## config.mk

```make
export PLATFORM = sky130hd
export DESIGN_NAME = dirty_rect_tracker_merger
export DESIGN_NICKNAME = d
export VERILOG_FILES = /design/src/design/drtm_pkg.sv /design/src/design/drtm_front.sv /design/src/design/drtm_queue.sv /design/src/design/drtm_back.sv /design/src/design/dirty_rect_tracker_merger.sv
export SDC_FILE = /design/constraint.sdc
export NUM_CORES = 2
export LEC_CHECK = 0
export BUFFER_PORTS_ARGS = -buffer_cell sky130_fd_sc_hd__clkbuf_2
export CAP_MARGIN = 20
export CORE_MARGIN = 3
export CORE_UTILIZATION = 35
export DETAILED_ROUTE_END_ITERATION = 7
export PLACE_DENSITY = 0.48
export SLEW_MARGIN = 20
export SYNTH_ARGS = -nofsm -noshare
export SYNTH_HDL_FRONTEND = slang
export SYNTH_SLANG_ARGS = --single-unit
```

## constraint.sdc

```tcl
create_clock -name i_clk -period 14.8 [get_ports i_clk]
set_input_delay 4.44 -clock i_clk [delete_from_list [all_inputs] [get_ports i_clk]]
set_output_delay 4.44 -clock i_clk [all_outputs]
set_load 0.02 [all_outputs]
```

## src/design/drtm_pkg.sv

```systemverilog
// ----------------------------------------------------------------------------
// drtm_pkg: shared types and codes of the dirty rectangle tracker
// Holds the action and status codes and the control part of a queued command.
// ----------------------------------------------------------------------------
package drtm_pkg;

    localparam logic [1:0] ACT_ADD   = 2'd0;
    localparam logic [1:0] ACT_CLEAR = 2'd1;
    localparam logic [1:0] ACT_MERGE = 2'd2;

    localparam logic [2:0] ST_ADDED   = 3'd0;
    localparam logic [2:0] ST_COVERED = 3'd1;
    localparam logic [2:0] ST_OFF     = 3'd2;
    localparam logic [2:0] ST_FULL    = 3'd3;
    localparam logic [2:0] ST_CLEARED = 3'd4;
    localparam logic [2:0] ST_LISTED  = 3'd5;
    localparam logic [2:0] ST_EMPTY   = 3'd6;

    // Control part of a command; it sits in the low bits of a queue entry.
    typedef struct packed {
        logic       off;
        logic [1:0] action;
    } t_cmd_ctl;

    localparam int CTL_W = $bits(t_cmd_ctl);

endpackage

```

## src/design/drtm_front.sv

```systemverilog
// ----------------------------------------------------------------------------
// drtm_front: command classifier
// Clips an add rectangle to the screen and flags rectangles that fall off it.
// ----------------------------------------------------------------------------
module drtm_front import drtm_pkg::*; #(
    parameter int COORD_BITS = 12
) (
    input  logic [1:0]            i_action,
    input  logic [15:0]           i_left,
    input  logic [15:0]           i_top,
    input  logic [15:0]           i_right,
    input  logic [15:0]           i_bottom,
    input  logic [12:0]           i_screen_width,
    input  logic [12:0]           i_screen_height,
    output logic [6*COORD_BITS+CTL_W-1:0] o_cmd
);

    localparam int SW = 18;
    localparam logic [SW-1:0] LIM = SW'(2**COORD_BITS);

    logic [SW-1:0] w, h;
    logic signed [SW-1:0] sx2, sy2, l, t, r, b, cx1, cy1, cx2, cy2;
    t_cmd_ctl ctl;

    always_comb begin
        w   = ({5'd0, i_screen_width} > LIM) ? LIM : {5'd0, i_screen_width};
        h   = ({5'd0, i_screen_height} > LIM) ? LIM : {5'd0, i_screen_height};
        sx2 = $signed(w) - 18'sd1;
        sy2 = $signed(h) - 18'sd1;
        l   = {{2{i_left[15]}}, i_left};
        t   = {{2{i_top[15]}}, i_top};
        r   = {{2{i_right[15]}}, i_right};
        b   = {{2{i_bottom[15]}}, i_bottom};
        cx1 = l[SW-1] ? '0 : l;
        cy1 = t[SW-1] ? '0 : t;
        cx2 = (r < sx2) ? r : sx2;
        cy2 = (b < sy2) ? b : sy2;
        ctl.action = i_action;
        ctl.off    = (cx1 > cx2) || (cy1 > cy2);
        o_cmd = {sx2[COORD_BITS-1:0], sy2[COORD_BITS-1:0],
                 cx1[COORD_BITS-1:0], cy1[COORD_BITS-1:0],
                 cx2[COORD_BITS-1:0], cy2[COORD_BITS-1:0], ctl};
    end

endmodule

```

## src/design/drtm_queue.sv

```systemverilog
// ----------------------------------------------------------------------------
// drtm_queue: two-entry command queue
// Decouples the classifier from the table sequencer.
// ----------------------------------------------------------------------------
module drtm_queue #(
    parameter int WIDTH = 8
) (
    input  logic             i_clk,
    input  logic             i_rst_n,
    input  logic             i_push,
    input  logic [WIDTH-1:0] i_data,
    output logic             o_full,
    input  logic             i_pop,
    output logic             o_valid,
    output logic [WIDTH-1:0] o_data
);

    logic [WIDTH-1:0] r_mem [2];
    logic             r_wp, r_rp;
    logic [1:0]       r_cnt;

    assign o_full  = (r_cnt == 2'd2);
    assign o_valid = (r_cnt != 2'd0);
    assign o_data  = r_mem[r_rp];

    always_ff @(posedge i_clk) begin
        if (!i_rst_n) begin
            r_wp  <= 1'b0;
            r_rp  <= 1'b0;
            r_cnt <= 2'd0;
        end else begin
            if (i_push) r_wp <= ~r_wp;
            if (i_pop)  r_rp <= ~r_rp;
            r_cnt <= r_cnt + {1'b0, i_push} - {1'b0, i_pop};
        end
        if (i_push) r_mem[r_wp] <= i_data;
    end

endmodule

```

## src/design/drtm_back.sv

```systemverilog
// ----------------------------------------------------------------------------
// drtm_back: table sequencer
// Runs coverage scans, appends, clears and the pairwise merge and list pass.
// ----------------------------------------------------------------------------
module drtm_back import drtm_pkg::*; #(
    parameter int TABLE_DEPTH = 16,
    parameter int COORD_BITS  = 12,
    parameter int CNT_W       = 5
) (
    input  logic                          i_clk,
    input  logic                          i_rst_n,
    input  logic                          i_cmd_valid,
    input  logic [6*COORD_BITS+CTL_W-1:0] i_cmd,
    output logic                          o_cmd_pop,
    output logic                          o_valid,
    input  logic                          i_ready,
    output logic [2:0]                    o_status,
    output logic [CNT_W-1:0]              o_count,
    output logic [4*COORD_BITS-1:0]       o_rect,
    output logic                          o_last
);

    localparam int CB = COORD_BITS;
    localparam int IW = (TABLE_DEPTH > 1) ? $clog2(TABLE_DEPTH) : 1;
    localparam int RW = 4 * CB;
    localparam int AW = 2 * (CB + 1);
    localparam logic [CNT_W-1:0] DEPTH = CNT_W'(TABLE_DEPTH);

    localparam logic [3:0] S_IDLE = 4'd0;
    localparam logic [3:0] S_ARD  = 4'd1;
    localparam logic [3:0] S_AWT  = 4'd2;
    localparam logic [3:0] S_ACHK = 4'd3;
    localparam logic [3:0] S_MI   = 4'd4;
    localparam logic [3:0] S_MIW  = 4'd5;
    localparam logic [3:0] S_MIL  = 4'd6;
    localparam logic [3:0] S_MJ   = 4'd7;
    localparam logic [3:0] S_MJW  = 4'd8;
    localparam logic [3:0] S_MJC  = 4'd9;
    localparam logic [3:0] S_MJU  = 4'd10;
    localparam logic [3:0] S_LRD  = 4'd11;
    localparam logic [3:0] S_LWT  = 4'd12;
    localparam logic [3:0] S_LGO  = 4'd13;
    localparam logic [3:0] S_OUT  = 4'd14;

    logic [RW-1:0] r_mem [TABLE_DEPTH];
    logic [RW-1:0] r_rdata;
    logic [IW-1:0] r_addr, n_addr;
    logic          we;
    logic [IW-1:0] waddr;
    logic [RW-1:0] wdata;

    logic [3:0]             r_state, n_state, r_ret, n_ret;
    logic [CNT_W-1:0]       r_count, n_count, r_i, n_i, r_j, n_j;
    logic [TABLE_DEPTH-1:0] r_merged, n_merged;
    logic [RW-1:0]          r_c, n_c, r_scr, n_scr, r_d, n_d, r_m, n_m;
    logic [AW-1:0]          r_ad, n_ad, r_am, n_am, r_as, n_as;
    logic                   r_touch, n_touch;
    logic [2:0]             r_pst, n_pst;
    logic [RW-1:0]          r_prect, n_prect;
    logic                   r_plast, n_plast;
    logic                   r_ovalid, n_ovalid;
    logic [2:0]             r_ost, n_ost;
    logic [CNT_W-1:0]       r_ocnt, n_ocnt;
    logic [RW-1:0]          r_orect, n_orect;
    logic                   r_olast, n_olast;

    t_cmd_ctl ctl;
    logic [CB-1:0] ax1, ay1, ax2, ay2, bx1, by1, bx2, by2, mx1, my1, mx2, my2;
    logic          later;

    assign o_valid  = r_ovalid;
    assign o_status = r_ost;
    assign o_count  = r_ocnt;
    assign o_rect   = r_orect;
    assign o_last   = r_olast;

    function automatic logic [AW-1:0] area(input logic [RW-1:0] rc);
        logic [CB:0] wd, ht;
        wd = {1'b0, rc[2*CB-1:CB]} - {1'b0, rc[4*CB-1:3*CB]} + (CB+1)'(1);
        ht = {1'b0, rc[CB-1:0]} - {1'b0, rc[3*CB-1:2*CB]} + (CB+1)'(1);
        return wd * ht;
    endfunction

    // Rectangles are packed {x1, y1, x2, y2}, x1 highest.
    always_comb begin
        {ax1, ay1, ax2, ay2} = r_d;
        {bx1, by1, bx2, by2} = r_rdata;
        mx1 = (ax1 < bx1) ? ax1 : bx1;
        my1 = (ay1 < by1) ? ay1 : by1;
        mx2 = (ax2 > bx2) ? ax2 : bx2;
        my2 = (ay2 > by2) ? ay2 : by2;
        later = 1'b0;
        for (int k = 0; k < TABLE_DEPTH; k++) begin
            if (CNT_W'(k) > r_i && CNT_W'(k) < r_count && !r_merged[k]) later = 1'b1;
        end
    end

    always_comb begin
        n_state = r_state;  n_ret = r_ret;  n_count = r_count;
        n_i = r_i;  n_j = r_j;  n_merged = r_merged;  n_addr = r_addr;
        n_c = r_c;  n_scr = r_scr;  n_d = r_d;  n_m = r_m;
        n_ad = r_ad;  n_am = r_am;  n_as = r_as;  n_touch = r_touch;
        n_pst = r_pst;  n_prect = r_prect;  n_plast = r_plast;
        n_ovalid = r_ovalid;  n_ost = r_ost;  n_ocnt = r_ocnt;
        n_orect = r_orect;  n_olast = r_olast;
        we = 1'b0;  waddr = r_i[IW-1:0];  wdata = r_c;
        o_cmd_pop = 1'b0;
        ctl = i_cmd[CTL_W-1:0];

        if (r_ovalid && i_ready) n_ovalid = 1'b0;

        case (r_state)
            S_IDLE: begin
                if (i_cmd_valid) begin
                    o_cmd_pop = 1'b1;
                    n_c   = i_cmd[CTL_W +: RW];
                    n_scr = {{2*CB{1'b0}}, i_cmd[CTL_W+RW +: 2*CB]};
                    n_i   = '0;
                    n_prect = '0;
                    n_plast = 1'b1;
                    n_ret   = S_IDLE;
                    case (ctl.action)
                        ACT_ADD: begin
                            if (ctl.off) begin
                                n_pst = ST_OFF;
                                n_state = S_OUT;
                            end else begin
                                n_state = S_ARD;
                            end
                        end
                        ACT_CLEAR: begin
                            n_count = '0;
                            n_merged = '0;
                            n_pst = ST_CLEARED;
                            n_state = S_OUT;
                        end
                        ACT_MERGE: begin
                            n_merged = '0;
                            if (r_count == '0) begin
                                n_pst = ST_EMPTY;
                                n_state = S_OUT;
                            end else begin
                                n_state = S_MI;
                            end
                        end
                        default: begin
                            n_pst = ST_EMPTY;
                            n_state = S_OUT;
                        end
                    endcase
                end
            end
            S_ARD: begin
                if (r_i < r_count) begin
                    n_addr = r_i[IW-1:0];
                    n_state = S_AWT;
                end else if (r_count < DEPTH) begin
                    we = 1'b1;
                    waddr = r_count[IW-1:0];
                    wdata = r_c;
                    n_count = r_count + CNT_W'(1);
                    n_pst = ST_ADDED;
                    n_prect = r_c;
                    n_state = S_OUT;
                end else begin
                    we = 1'b1;
                    waddr = '0;
                    wdata = r_scr;
                    n_count = CNT_W'(1);
                    n_pst = ST_FULL;
                    n_prect = r_scr;
                    n_state = S_OUT;
                end
            end
            S_AWT: n_state = S_ACHK;
            S_ACHK: begin
                if (r_c[4*CB-1:3*CB] >= r_rdata[4*CB-1:3*CB]
                    && r_c[3*CB-1:2*CB] >= r_rdata[3*CB-1:2*CB]
                    && r_c[2*CB-1:CB] <= r_rdata[2*CB-1:CB]
                    && r_c[CB-1:0] <= r_rdata[CB-1:0]) begin
                    n_pst = ST_COVERED;
                    n_prect = r_c;
                    n_state = S_OUT;
                end else begin
                    n_i = r_i + CNT_W'(1);
                    n_state = S_ARD;
                end
            end
            S_MI: begin
                if (r_i >= r_count) begin
                    n_i = '0;
                    n_state = S_LRD;
                end else if (r_merged[r_i[IW-1:0]]) begin
                    n_i = r_i + CNT_W'(1);
                end else begin
                    n_addr = r_i[IW-1:0];
                    n_state = S_MIW;
                end
            end
            S_MIW: n_state = S_MIL;
            S_MIL: begin
                n_d = r_rdata;
                n_ad = area(r_rdata);
                n_j = '0;
                n_state = S_MJ;
            end
            S_MJ: begin
                if (r_j >= r_count) begin
                    we = 1'b1;
                    waddr = r_i[IW-1:0];
                    wdata = r_d;
                    n_i = r_i + CNT_W'(1);
                    n_state = S_MI;
                end else if (r_merged[r_j[IW-1:0]] || r_j == r_i) begin
                    n_j = r_j + CNT_W'(1);
                end else begin
                    n_addr = r_j[IW-1:0];
                    n_state = S_MJW;
                end
            end
            S_MJW: n_state = S_MJC;
            S_MJC: begin
                // Overlapping or touching: each side may be one column away.
                n_touch = ({1'b0, ax1} <= {1'b0, bx2} + (CB+1)'(1))
                       && ({1'b0, ax2} + (CB+1)'(1) >= {1'b0, bx1})
                       && ({1'b0, ay1} <= {1'b0, by2} + (CB+1)'(1))
                       && ({1'b0, ay2} + (CB+1)'(1) >= {1'b0, by1});
                n_m  = {mx1, my1, mx2, my2};
                n_am = area({mx1, my1, mx2, my2});
                n_as = area(r_rdata);
                n_state = S_MJU;
            end
            S_MJU: begin
                if (r_touch && {1'b0, r_am} < {1'b0, r_ad} + {1'b0, r_as}) begin
                    n_d = r_m;
                    n_ad = r_am;
                    n_merged[r_j[IW-1:0]] = 1'b1;
                end
                n_j = r_j + CNT_W'(1);
                n_state = S_MJ;
            end
            S_LRD: begin
                if (r_i >= r_count) begin
                    n_state = S_IDLE;
                end else if (r_merged[r_i[IW-1:0]]) begin
                    n_i = r_i + CNT_W'(1);
                end else begin
                    n_addr = r_i[IW-1:0];
                    n_state = S_LWT;
                end
            end
            S_LWT: n_state = S_LGO;
            S_LGO: begin
                n_pst = ST_LISTED;
                n_prect = r_rdata;
                n_plast = !later;
                n_ret = later ? S_LRD : S_IDLE;
                n_i = r_i + CNT_W'(1);
                n_state = S_OUT;
            end
            S_OUT: begin
                if (!r_ovalid || i_ready) begin
                    n_ovalid = 1'b1;
                    n_ost = r_pst;
                    n_ocnt = r_count;
                    n_orect = r_prect;
                    n_olast = r_plast;
                    n_state = r_ret;
                end
            end
            default: n_state = S_IDLE;
        endcase
    end

    always_ff @(posedge i_clk) begin
        if (!i_rst_n) begin
            r_state  <= S_IDLE;
            r_ret    <= S_IDLE;
            r_count  <= '0;
            r_merged <= '0;
            r_ovalid <= 1'b0;
        end else begin
            r_state  <= n_state;
            r_ret    <= n_ret;
            r_count  <= n_count;
            r_merged <= n_merged;
            r_ovalid <= n_ovalid;
        end
        r_i <= n_i;  r_j <= n_j;  r_addr <= n_addr;
        r_c <= n_c;  r_scr <= n_scr;  r_d <= n_d;  r_m <= n_m;
        r_ad <= n_ad;  r_am <= n_am;  r_as <= n_as;  r_touch <= n_touch;
        r_pst <= n_pst;  r_prect <= n_prect;  r_plast <= n_plast;
        r_ost <= n_ost;  r_ocnt <= n_ocnt;  r_orect <= n_orect;  r_olast <= n_olast;
    end

    always_ff @(posedge i_clk) begin
        if (we) r_mem[waddr] <= wdata;
        r_rdata <= r_mem[r_addr];
    end

endmodule

```

## src/design/dirty_rect_tracker_merger.sv

```systemverilog
// ----------------------------------------------------------------------------
// dirty_rect_tracker_merger: dirty rectangle table with merge pass
// Tracks invalidated screen rectangles and lists them after merging.
// ----------------------------------------------------------------------------
// Items enter on the slave stream: tuser carries the action (add, clear,
// merge and list), tdata the rectangle. The front clips add rectangles to
// the screen and places each item in a two-entry queue; the back sequencer
// walks the table in a memory with one registered read port and drives the
// master stream through an output register. Every item gives one result,
// except merge, which lists every surviving rectangle and marks the final
// one with tlast.
// A clear, an off-screen add or an undefined action passes from the idle
// state through the output state to the output register; an add reads
// each stored rectangle in turn, and merge each examined pair and each
// listed rectangle, through the single table read port. Reset empties the
// table and sets a 320 by 240 screen. The user must write the screen size
// over the APB port (width at 0x0, height at 0x4) only while the block is
// idle; the block itself does not enforce this. When the receiver stalls
// the sequencer holds its next result, the queue fills, and tready falls.
// ----------------------------------------------------------------------------
module dirty_rect_tracker_merger import drtm_pkg::*; #(
    parameter int TABLE_DEPTH = 16,
    parameter int COORD_BITS  = 12
) (
    input  logic              i_clk,
    input  logic              i_rst_n,
    input  logic              s_axis_tvalid,
    output logic              s_axis_tready,
    input  logic [63:0]       s_axis_tdata,  // left, top, right, bottom
    input  logic [1:0]        s_axis_tuser,  // action
    output logic              m_axis_tvalid,
    input  logic              m_axis_tready,
    // entry_count, left, top, right, bottom
    output logic [(($clog2(TABLE_DEPTH + 1) + 4 * COORD_BITS + 7) / 8) * 8 - 1:0]
                              m_axis_tdata,
    output logic [2:0]        m_axis_tuser,  // status
    output logic              m_axis_tlast,
    input  logic              psel,
    input  logic              penable,
    input  logic              pwrite,
    input  logic [2:0]        paddr,
    input  logic [31:0]       pwdata,
    output logic [31:0]       prdata,
    output logic              pready
);

    localparam int CNT_W  = $clog2(TABLE_DEPTH + 1);
    localparam int OUT_DW = ((CNT_W + 4 * COORD_BITS + 7) / 8) * 8;
    localparam int CMD_W = 6 * COORD_BITS + CTL_W;
    localparam int CB = COORD_BITS;

    logic [12:0]      r_screen_width, r_screen_height;
    logic [CMD_W-1:0] front_cmd, queue_cmd;
    logic             queue_full, queue_valid, queue_pop;
    logic [CNT_W-1:0] res_count;
    logic [4*CB-1:0]  res_rect;

    // Configuration registers; a write lands in the access cycle.
    assign pready = 1'b1;
    assign prdata = {19'd0, paddr[2] ? r_screen_height : r_screen_width};

    always_ff @(posedge i_clk) begin
        if (!i_rst_n) begin
            r_screen_width  <= 13'd320;
            r_screen_height <= 13'd240;
        end else if (psel && penable && pwrite && pready) begin
            if (paddr[2]) r_screen_height <= pwdata[12:0];
            else          r_screen_width  <= pwdata[12:0];
        end
    end

    assign s_axis_tready = !queue_full;

    drtm_front #(.COORD_BITS(COORD_BITS)) u_front (
        .i_action        (s_axis_tuser),
        .i_left          (s_axis_tdata[15:0]),
        .i_top           (s_axis_tdata[31:16]),
        .i_right         (s_axis_tdata[47:32]),
        .i_bottom        (s_axis_tdata[63:48]),
        .i_screen_width  (r_screen_width),
        .i_screen_height (r_screen_height),
        .o_cmd           (front_cmd)
    );

    drtm_queue #(.WIDTH(CMD_W)) u_queue (
        .i_clk   (i_clk),
        .i_rst_n (i_rst_n),
        .i_push  (s_axis_tvalid && s_axis_tready),
        .i_data  (front_cmd),
        .o_full  (queue_full),
        .i_pop   (queue_pop),
        .o_valid (queue_valid),
        .o_data  (queue_cmd)
    );

    drtm_back #(
        .TABLE_DEPTH (TABLE_DEPTH),
        .COORD_BITS  (COORD_BITS),
        .CNT_W       (CNT_W)
    ) u_back (
        .i_clk       (i_clk),
        .i_rst_n     (i_rst_n),
        .i_cmd_valid (queue_valid),
        .i_cmd       (queue_cmd),
        .o_cmd_pop   (queue_pop),
        .o_valid     (m_axis_tvalid),
        .i_ready     (m_axis_tready),
        .o_status    (m_axis_tuser),
        .o_count     (res_count),
        .o_rect      (res_rect),
        .o_last      (m_axis_tlast)
    );

    // The table packs {x1, y1, x2, y2}; the stream puts the entry count lowest, then left.
    assign m_axis_tdata = OUT_DW'({res_rect[CB-1:0], res_rect[2*CB-1:CB],
                                   res_rect[3*CB-1:2*CB], res_rect[4*CB-1:3*CB],
                                   res_count});

endmodule
```

---- After elaboration in Yosys (flattened, before gate mapping) ----
Memory sizes are Yosys's and may differ from the RTL's. A register that Yosys moved wholly into a read port is not among the register bits.
Cells that the tools add are included.
storage, ports and cells
  output and inout port bits .............. 95
  memory bits (writable) .................. 918
  flip-flop bits (word level) ............. 430
  memories ................................ 2
  logic and storage cells ................. 362
memory list
  name           words  bits a word  read ports  clocked after Yosys merged registers in  write ports  line              source
  u_back.r_mem   16     48           1           1                                        1            drtm_back.sv:45   logic [RW-1:0] r_mem [TABLE_DEPTH];
  u_queue.r_mem  2      75           1           1                                        1            drtm_queue.sv:18  logic [WIDTH-1:0] r_mem [2];
cells by class
  equal/unequal tests ..................... 39
  $mul .................................... 2
  bitwise gates (word level) .............. 4
  muxes and demuxes ....................... 114
  magnitude comparators ................... 58
  $add $sub $neg .......................... 20
  reduce and logical (&&, ||, !) cells .... 95
operators by type and width
  cell                                                        count
  two-way mux 48 bit                                          7
  one-hot mux 48 bit (2 select lines)                         2
  one-hot mux 48 bit (4 select lines)                         1
  two-way mux 4 bit                                           22
  two-way mux 5 bit                                           12
  one-hot mux 4 bit (14 select lines)                         1
  adder 12 x 1 -> 13 bit (second input constant)              4
  adder 13 x 1 -> 13 bit (second input constant)              4
  multiplier 13 x 13 -> 26 bit                                2
  one-hot mux 26 bit (2 select lines)                         1
  subtractor 12 x 12 -> 13 bit                                4
  two-way mux 12 bit                                          4
  two-way mux 16 bit                                          3
  logical AND 1 bit                                           44
  > comparator 4 x 5 -> 1 bit (first input constant)          8
  less-than comparator 4 x 5 -> 1 bit (first input constant)  8
  two-way mux 13 bit                                          3
  > comparator 18 bit                                         2
  less-than comparator 16 x 18 -> 1 bit                       2
  two-way mux 18 bit                                          2
  subtractor 18 x 2 -> 18 bit (second input constant)         2
  two-way mux 1 bit                                           33
  one-hot mux 16 bit (2 select lines)                         1
  two-way mux 15 bit                                          2
  64 further kinds                                            158

---- Depth between registers and ports, before layout ----
  word-level depth ........................ 21
  mapped depth ............................ 44
  mapped depth without buffers ............ 42

---- Modules after synthesis ----
Synthesis repeated with hierarchy kept, for this count alone.
second synthesis, totals
  cells, all modules ...................... 5478
  area, all modules ....................... 75869.0 µm²
modules (own cells, without submodules)
  module                     seq. area each (µm²)  times used  area an instance (µm²)  cells each
  drtm_back                  35674.2               1           65765.6                 4671
  drtm_queue                 4604.4                1           5841.9                  254
  drtm_front                 0.0                   1           2866.5                  405
  dirty_rect_tracker_merger  520.5                 1           1395.1                  148

---- Worst setup path after synthesis ----
Ideal clock, no wire load.
  path kind ............................... input -> output
  start point ............................. in paddr[2]
  end point ............................... out prdata[10]
  required time ........................... 10360 ps
  slack ................................... 4908 ps
  arrival time ............................ 5452 ps
  stages on the path ...................... 3
  path through ............................ clkbuf_1 buf_1 mux2_2
on the way
  word-level cells in the longest chain between the ends .. 1
ends and longest elaborated chain
  element             line                             source
  start, declared     dirty_rect_tracker_merger.sv:41  input logic [2:0] paddr,
  two-way mux 13 bit  dirty_rect_tracker_merger.sv:60  assign prdata = {19'd0, paddr[2] ? r_screen_height : r_screen_width};
  end, declared       dirty_rect_tracker_merger.sv:43  output logic [31:0] prdata,
Every way passes these cells.

---- Worst setup path after layout ----
  start point ............................. reg u_back.r_rdata[25] (read register of u_back.r_mem)
  end point ............................... reg u_back.r_am[25] (data pin)
on the way
  word-level cells in the longest chain between the ends .. 5
ends and longest elaborated chain
  element                           line              source
  start, declared                   drtm_back.sv:46   logic [RW-1:0] r_rdata;
  less-than comparator 12 bit       drtm_back.sv:89   my1 = (ay1 < by1) ? ay1 : by1;
  two-way mux 12 bit (*)            drtm_back.sv:89
  subtractor 12 x 12 -> 13 bit (*)  drtm_back.sv:80   ht = {1'b0, rc[CB-1:0]} - {1'b0, rc[3*CB-1:2*CB]} + (CB+1)'(1);
  adder 13 x 1 -> 13 bit (*)        drtm_back.sv:80
  multiplier 13 x 13 -> 26 bit (*)  drtm_back.sv:81   return wd * ht;
  end signal, assigned              drtm_back.sv:291  r_ad <= n_ad; r_am <= n_am; r_as <= n_as; r_touch <= n_touch;
  end, declared                     drtm_back.sv:56   logic [AW-1:0] r_ad, n_ad, r_am, n_am, r_as, n_as;
Mark *: on every way between the ends. The rest lies on a longest branch, timed or not.
A chain may end at the register's enable or synchronous reset.

==> reports/metrics.yaml <==
logic_synthesis:
  yosysTopAreaCell: "edfxtp_1"
  synth_adder_area_share_pct: 15.23
  async_flop_share_pct: 0
  ys_ff_latch: 1394
  synth-compound-area-share_pct: 7.035
  synth_area_um2: 75430
  synth_top_area_share_pct: 51.28
  avgSynthCellArea_um2: 13.70
  muxShareOfSynthArea_pct: 10.54
  synth-simple-area-share_pct: 7.536
  yosysUniqueCellTypes: 88
  synth-edff-count: 1288
  ys_seq_area_share_pct: 54.09
  synth_top_family_by_area: "adder cells"
  ys_warn_count: 0
  synthFlopType: "edfxtp_1"
  synth_area_leaders: "edfxtp_1 (51%), ha_1 (8.7%), mux4_2 (7.4%)"
  netlist_instances: 5506
  synth_xor_area_share_pct: 1.916
die:
  pin_count: 203
  fp-row-count: 169
  coreArea_um2: 213100
  die_width_um: 470.2
  start_util_pct: 35.39
  die_h_um: 470.2
  die-area_um2: 221100
sta:
  fin_tns_setup_ns: 0
  hold_violations: 0
  slew_violations: 0
  finalClockSkew_ns: 0.05298
  fmax_ghz: 0.09606
  rsz0062_at_grt: "no"
  setup_viol_count_final: 0
  worstMarginPinSlew_ns: 1.167
  period_needed_ns: 10.41
  min_period_over_period_pct: 70.34
  slew_headroom_pct: 21.84
detailed_routing:
  post_drt_via_cell_ratio: 5.303
  ant_nets: 0
  via_count: 45899
  route.detailed.drc: 0
  first_pass_iters: 7
  drt_wl_total_um: 219600
  route.detailed.wl_per_inst_um: 25.37
  drt_iter0_drc: 4020
clock_tree:
  cts_max_level: 4
  clkTransAtPathRegs_ns: 0.06
  postCtsHoldBufs: 0
  clock_latency_ns: 0.81
  ctsRootBufferMaster: "clkbuf_16"
  numClockSinks: 1394
  cts_resized: 0
  clock_path_buffers: 3
  cts_buffers: 150
  cts_tree: "done"
  cts_setup_buffers: 0
final_layout:
  fillerInstances: 19982
  final_cell_mix: "edfxtp_1 (1288), ha_1 (523), nand2_1 (493)"
  drive_gt1_share_pct: 16.21
  area_growth_pct: 12.56
  final_common_cell: "edfxtp_1"
  final-seq-area_um2: 40800
  multi_input_area_um2: 32330
  fin_nets: 6587
worst_setup_path:
  cp_num_buf_inv: 6
  endpoint_kind: "register"
  r2r_setup_slack_ns: 4.39
  worstPathRequired_ns: 15.32
  path_max_fanout: 22
  cp_top_family: "adder cells"
  cp-startpoint: "u_back.r_rdata[25]$_DFF_P_"
  path_class: "reg2reg"
  r2r-start: "u_back.r_rdata[25]$_DFF_P_"
  cp-endpoint: "u_back.r_am[25]$_DFFE_PP_"
  reg2reg_depth: 34
  cp.arrival_ns: 10.93
  start_kind: "register"
  critPathMaxStageDelay_ns: 0.74
  worst-path-stages: 34
  crit_path_top_delay_cell: "nand3_1"
  reg2reg_to: "u_back.r_am[25]$_DFFE_PP_"
grt:
  gr-total-overflow: 0
  grt_pass1_vias: 46893
  grt_first_pass_wirelength_um: 324000
  antenna_found_initial: 9
  grtUsageTotal_pct: 19.71
  grt_max_degree: 128
place:
  place.gp.congestion: 0.8677
  dpl.hpwl_um: 151300
  portBuffers: 158
hold_path:
  hp-class: "reg2reg"
status:
  status: "completed"
flow_run:
  maxCapViolCount: 0
-- flip-flops by register name, summed over array words and instances, names as in the netlist, 48 cells and up, named ones only --
signal	count
u_back.r_mem	768
u_back.r_d	48
u_back.r_prect	48
u_back.o_rect	48
u_back.r_c	48
u_back.r_m	48
u_queue.r_mem	150
u_back.r_rdata	48
-- worst min-delay path by stage --
stage	from	endpoint	slack, ns	cells past startpoint
global route	u_back.r_prect[16]$_DFFE_PP_	u_back.o_rect[16]$_DFFE_PP_	0.42	0
global placement	u_back.r_prect[12]$_DFFE_PP_	u_back.o_rect[12]$_DFFE_PP_	0.41	0
detailed placement	u_back.r_prect[31]$_DFFE_PP_	u_back.o_rect[31]$_DFFE_PP_	0.41	0
CTS	u_back.r_prect[16]$_DFFE_PP_	u_back.o_rect[16]$_DFFE_PP_	0.41	0
finish	u_back.r_prect[16]$_DFFE_PP_	u_back.o_rect[16]$_DFFE_PP_	0.41	0
floorplan	u_back.r_plast$_SDFFCE_PN1P_	u_back.o_last$_DFFE_PP_	0.40	0
-- layer usage --
metal  up-vias  share of wire, %  track usage, %
li1      20789                 -               -
met1     23792                46           28.18
met2      1099                48           32.48
met3       219               4.5           2.417
met4         0               1.6           3.593
met5         -                 0               0
-- worst reg2reg max path: cells and delay by family (launching register included) --
kind | cells | cell delay [ns]
buffers and inverters | 6 | 0.66
flip-flops | 1 | 0.40
multiplexers | 1 | 0.36
AO/OA/AOI/OAI | 14 | 3.09
XOR/XNOR | 1 | 0.08
adder cells (fa/ha/maj) | 9 | 4.23
AND/OR/NAND/NOR | 3 | 1.34
-- synth_stat cells (all sizes together) (38+ instances only) --
cell type  instances
o21ai            225
ha               523
nor2             183
nor3              60
xnor2            110
clkbuf           185
nand2b            57
mux2             171
mux2i             42
and2             117
mux4             249
a21oi            184
buf               58
nand3             90
nand4             38
inv              458
nand2            493
a21o              95
nor2b             70
edfxtp          1288
dfxtp            106
fa               247
xor2              55
-- layout make-up --
type | instances | share of cell area (%)
diodes | 4 | 0.01179
clock buffers | 190 | 4.622
clock inverters | 83 | 1.009
inverters | 460 | 2.035
multi-input cells | 3430 | 38.08
flip-flops and latches | 1394 | 48.06
well taps | 2821 | 4.157
repair buffers | 273 | 2.022
-- through the flow --
step	util [%]	std cells	hold slack (ns)	area [um2]	worst slack [ns]
after floorplan	-	5527	0.4003	75510	4.908
after global placement	37.53	8374	0.4056	80000	4.263
after detailed placement	37.57	8377	0.4054	80080	4.313
after CTS	39.81	8650	0.4075	84860	4.241
after global routing	39.83	8653	0.4238	84900	3.828
final	39.83	8655	0.4127	84900	4.390
-- kinds of logic (layout without fill, tap and decap cells) --
group	count (synthesis)	after routing
adder cells (fa/ha/maj)	770	770
multiplexers	462	462
other	2	27
buffers and inverters	703	1006
XOR/XNOR	165	165
AO/OA/AOI/OAI	811	811
AND/OR/NAND/NOR	1199	1199
flip-flops	1394	1394
Power is not shown: default switching activity piles up to over one toggle a cycle in this logic, so the estimate is an artifact.
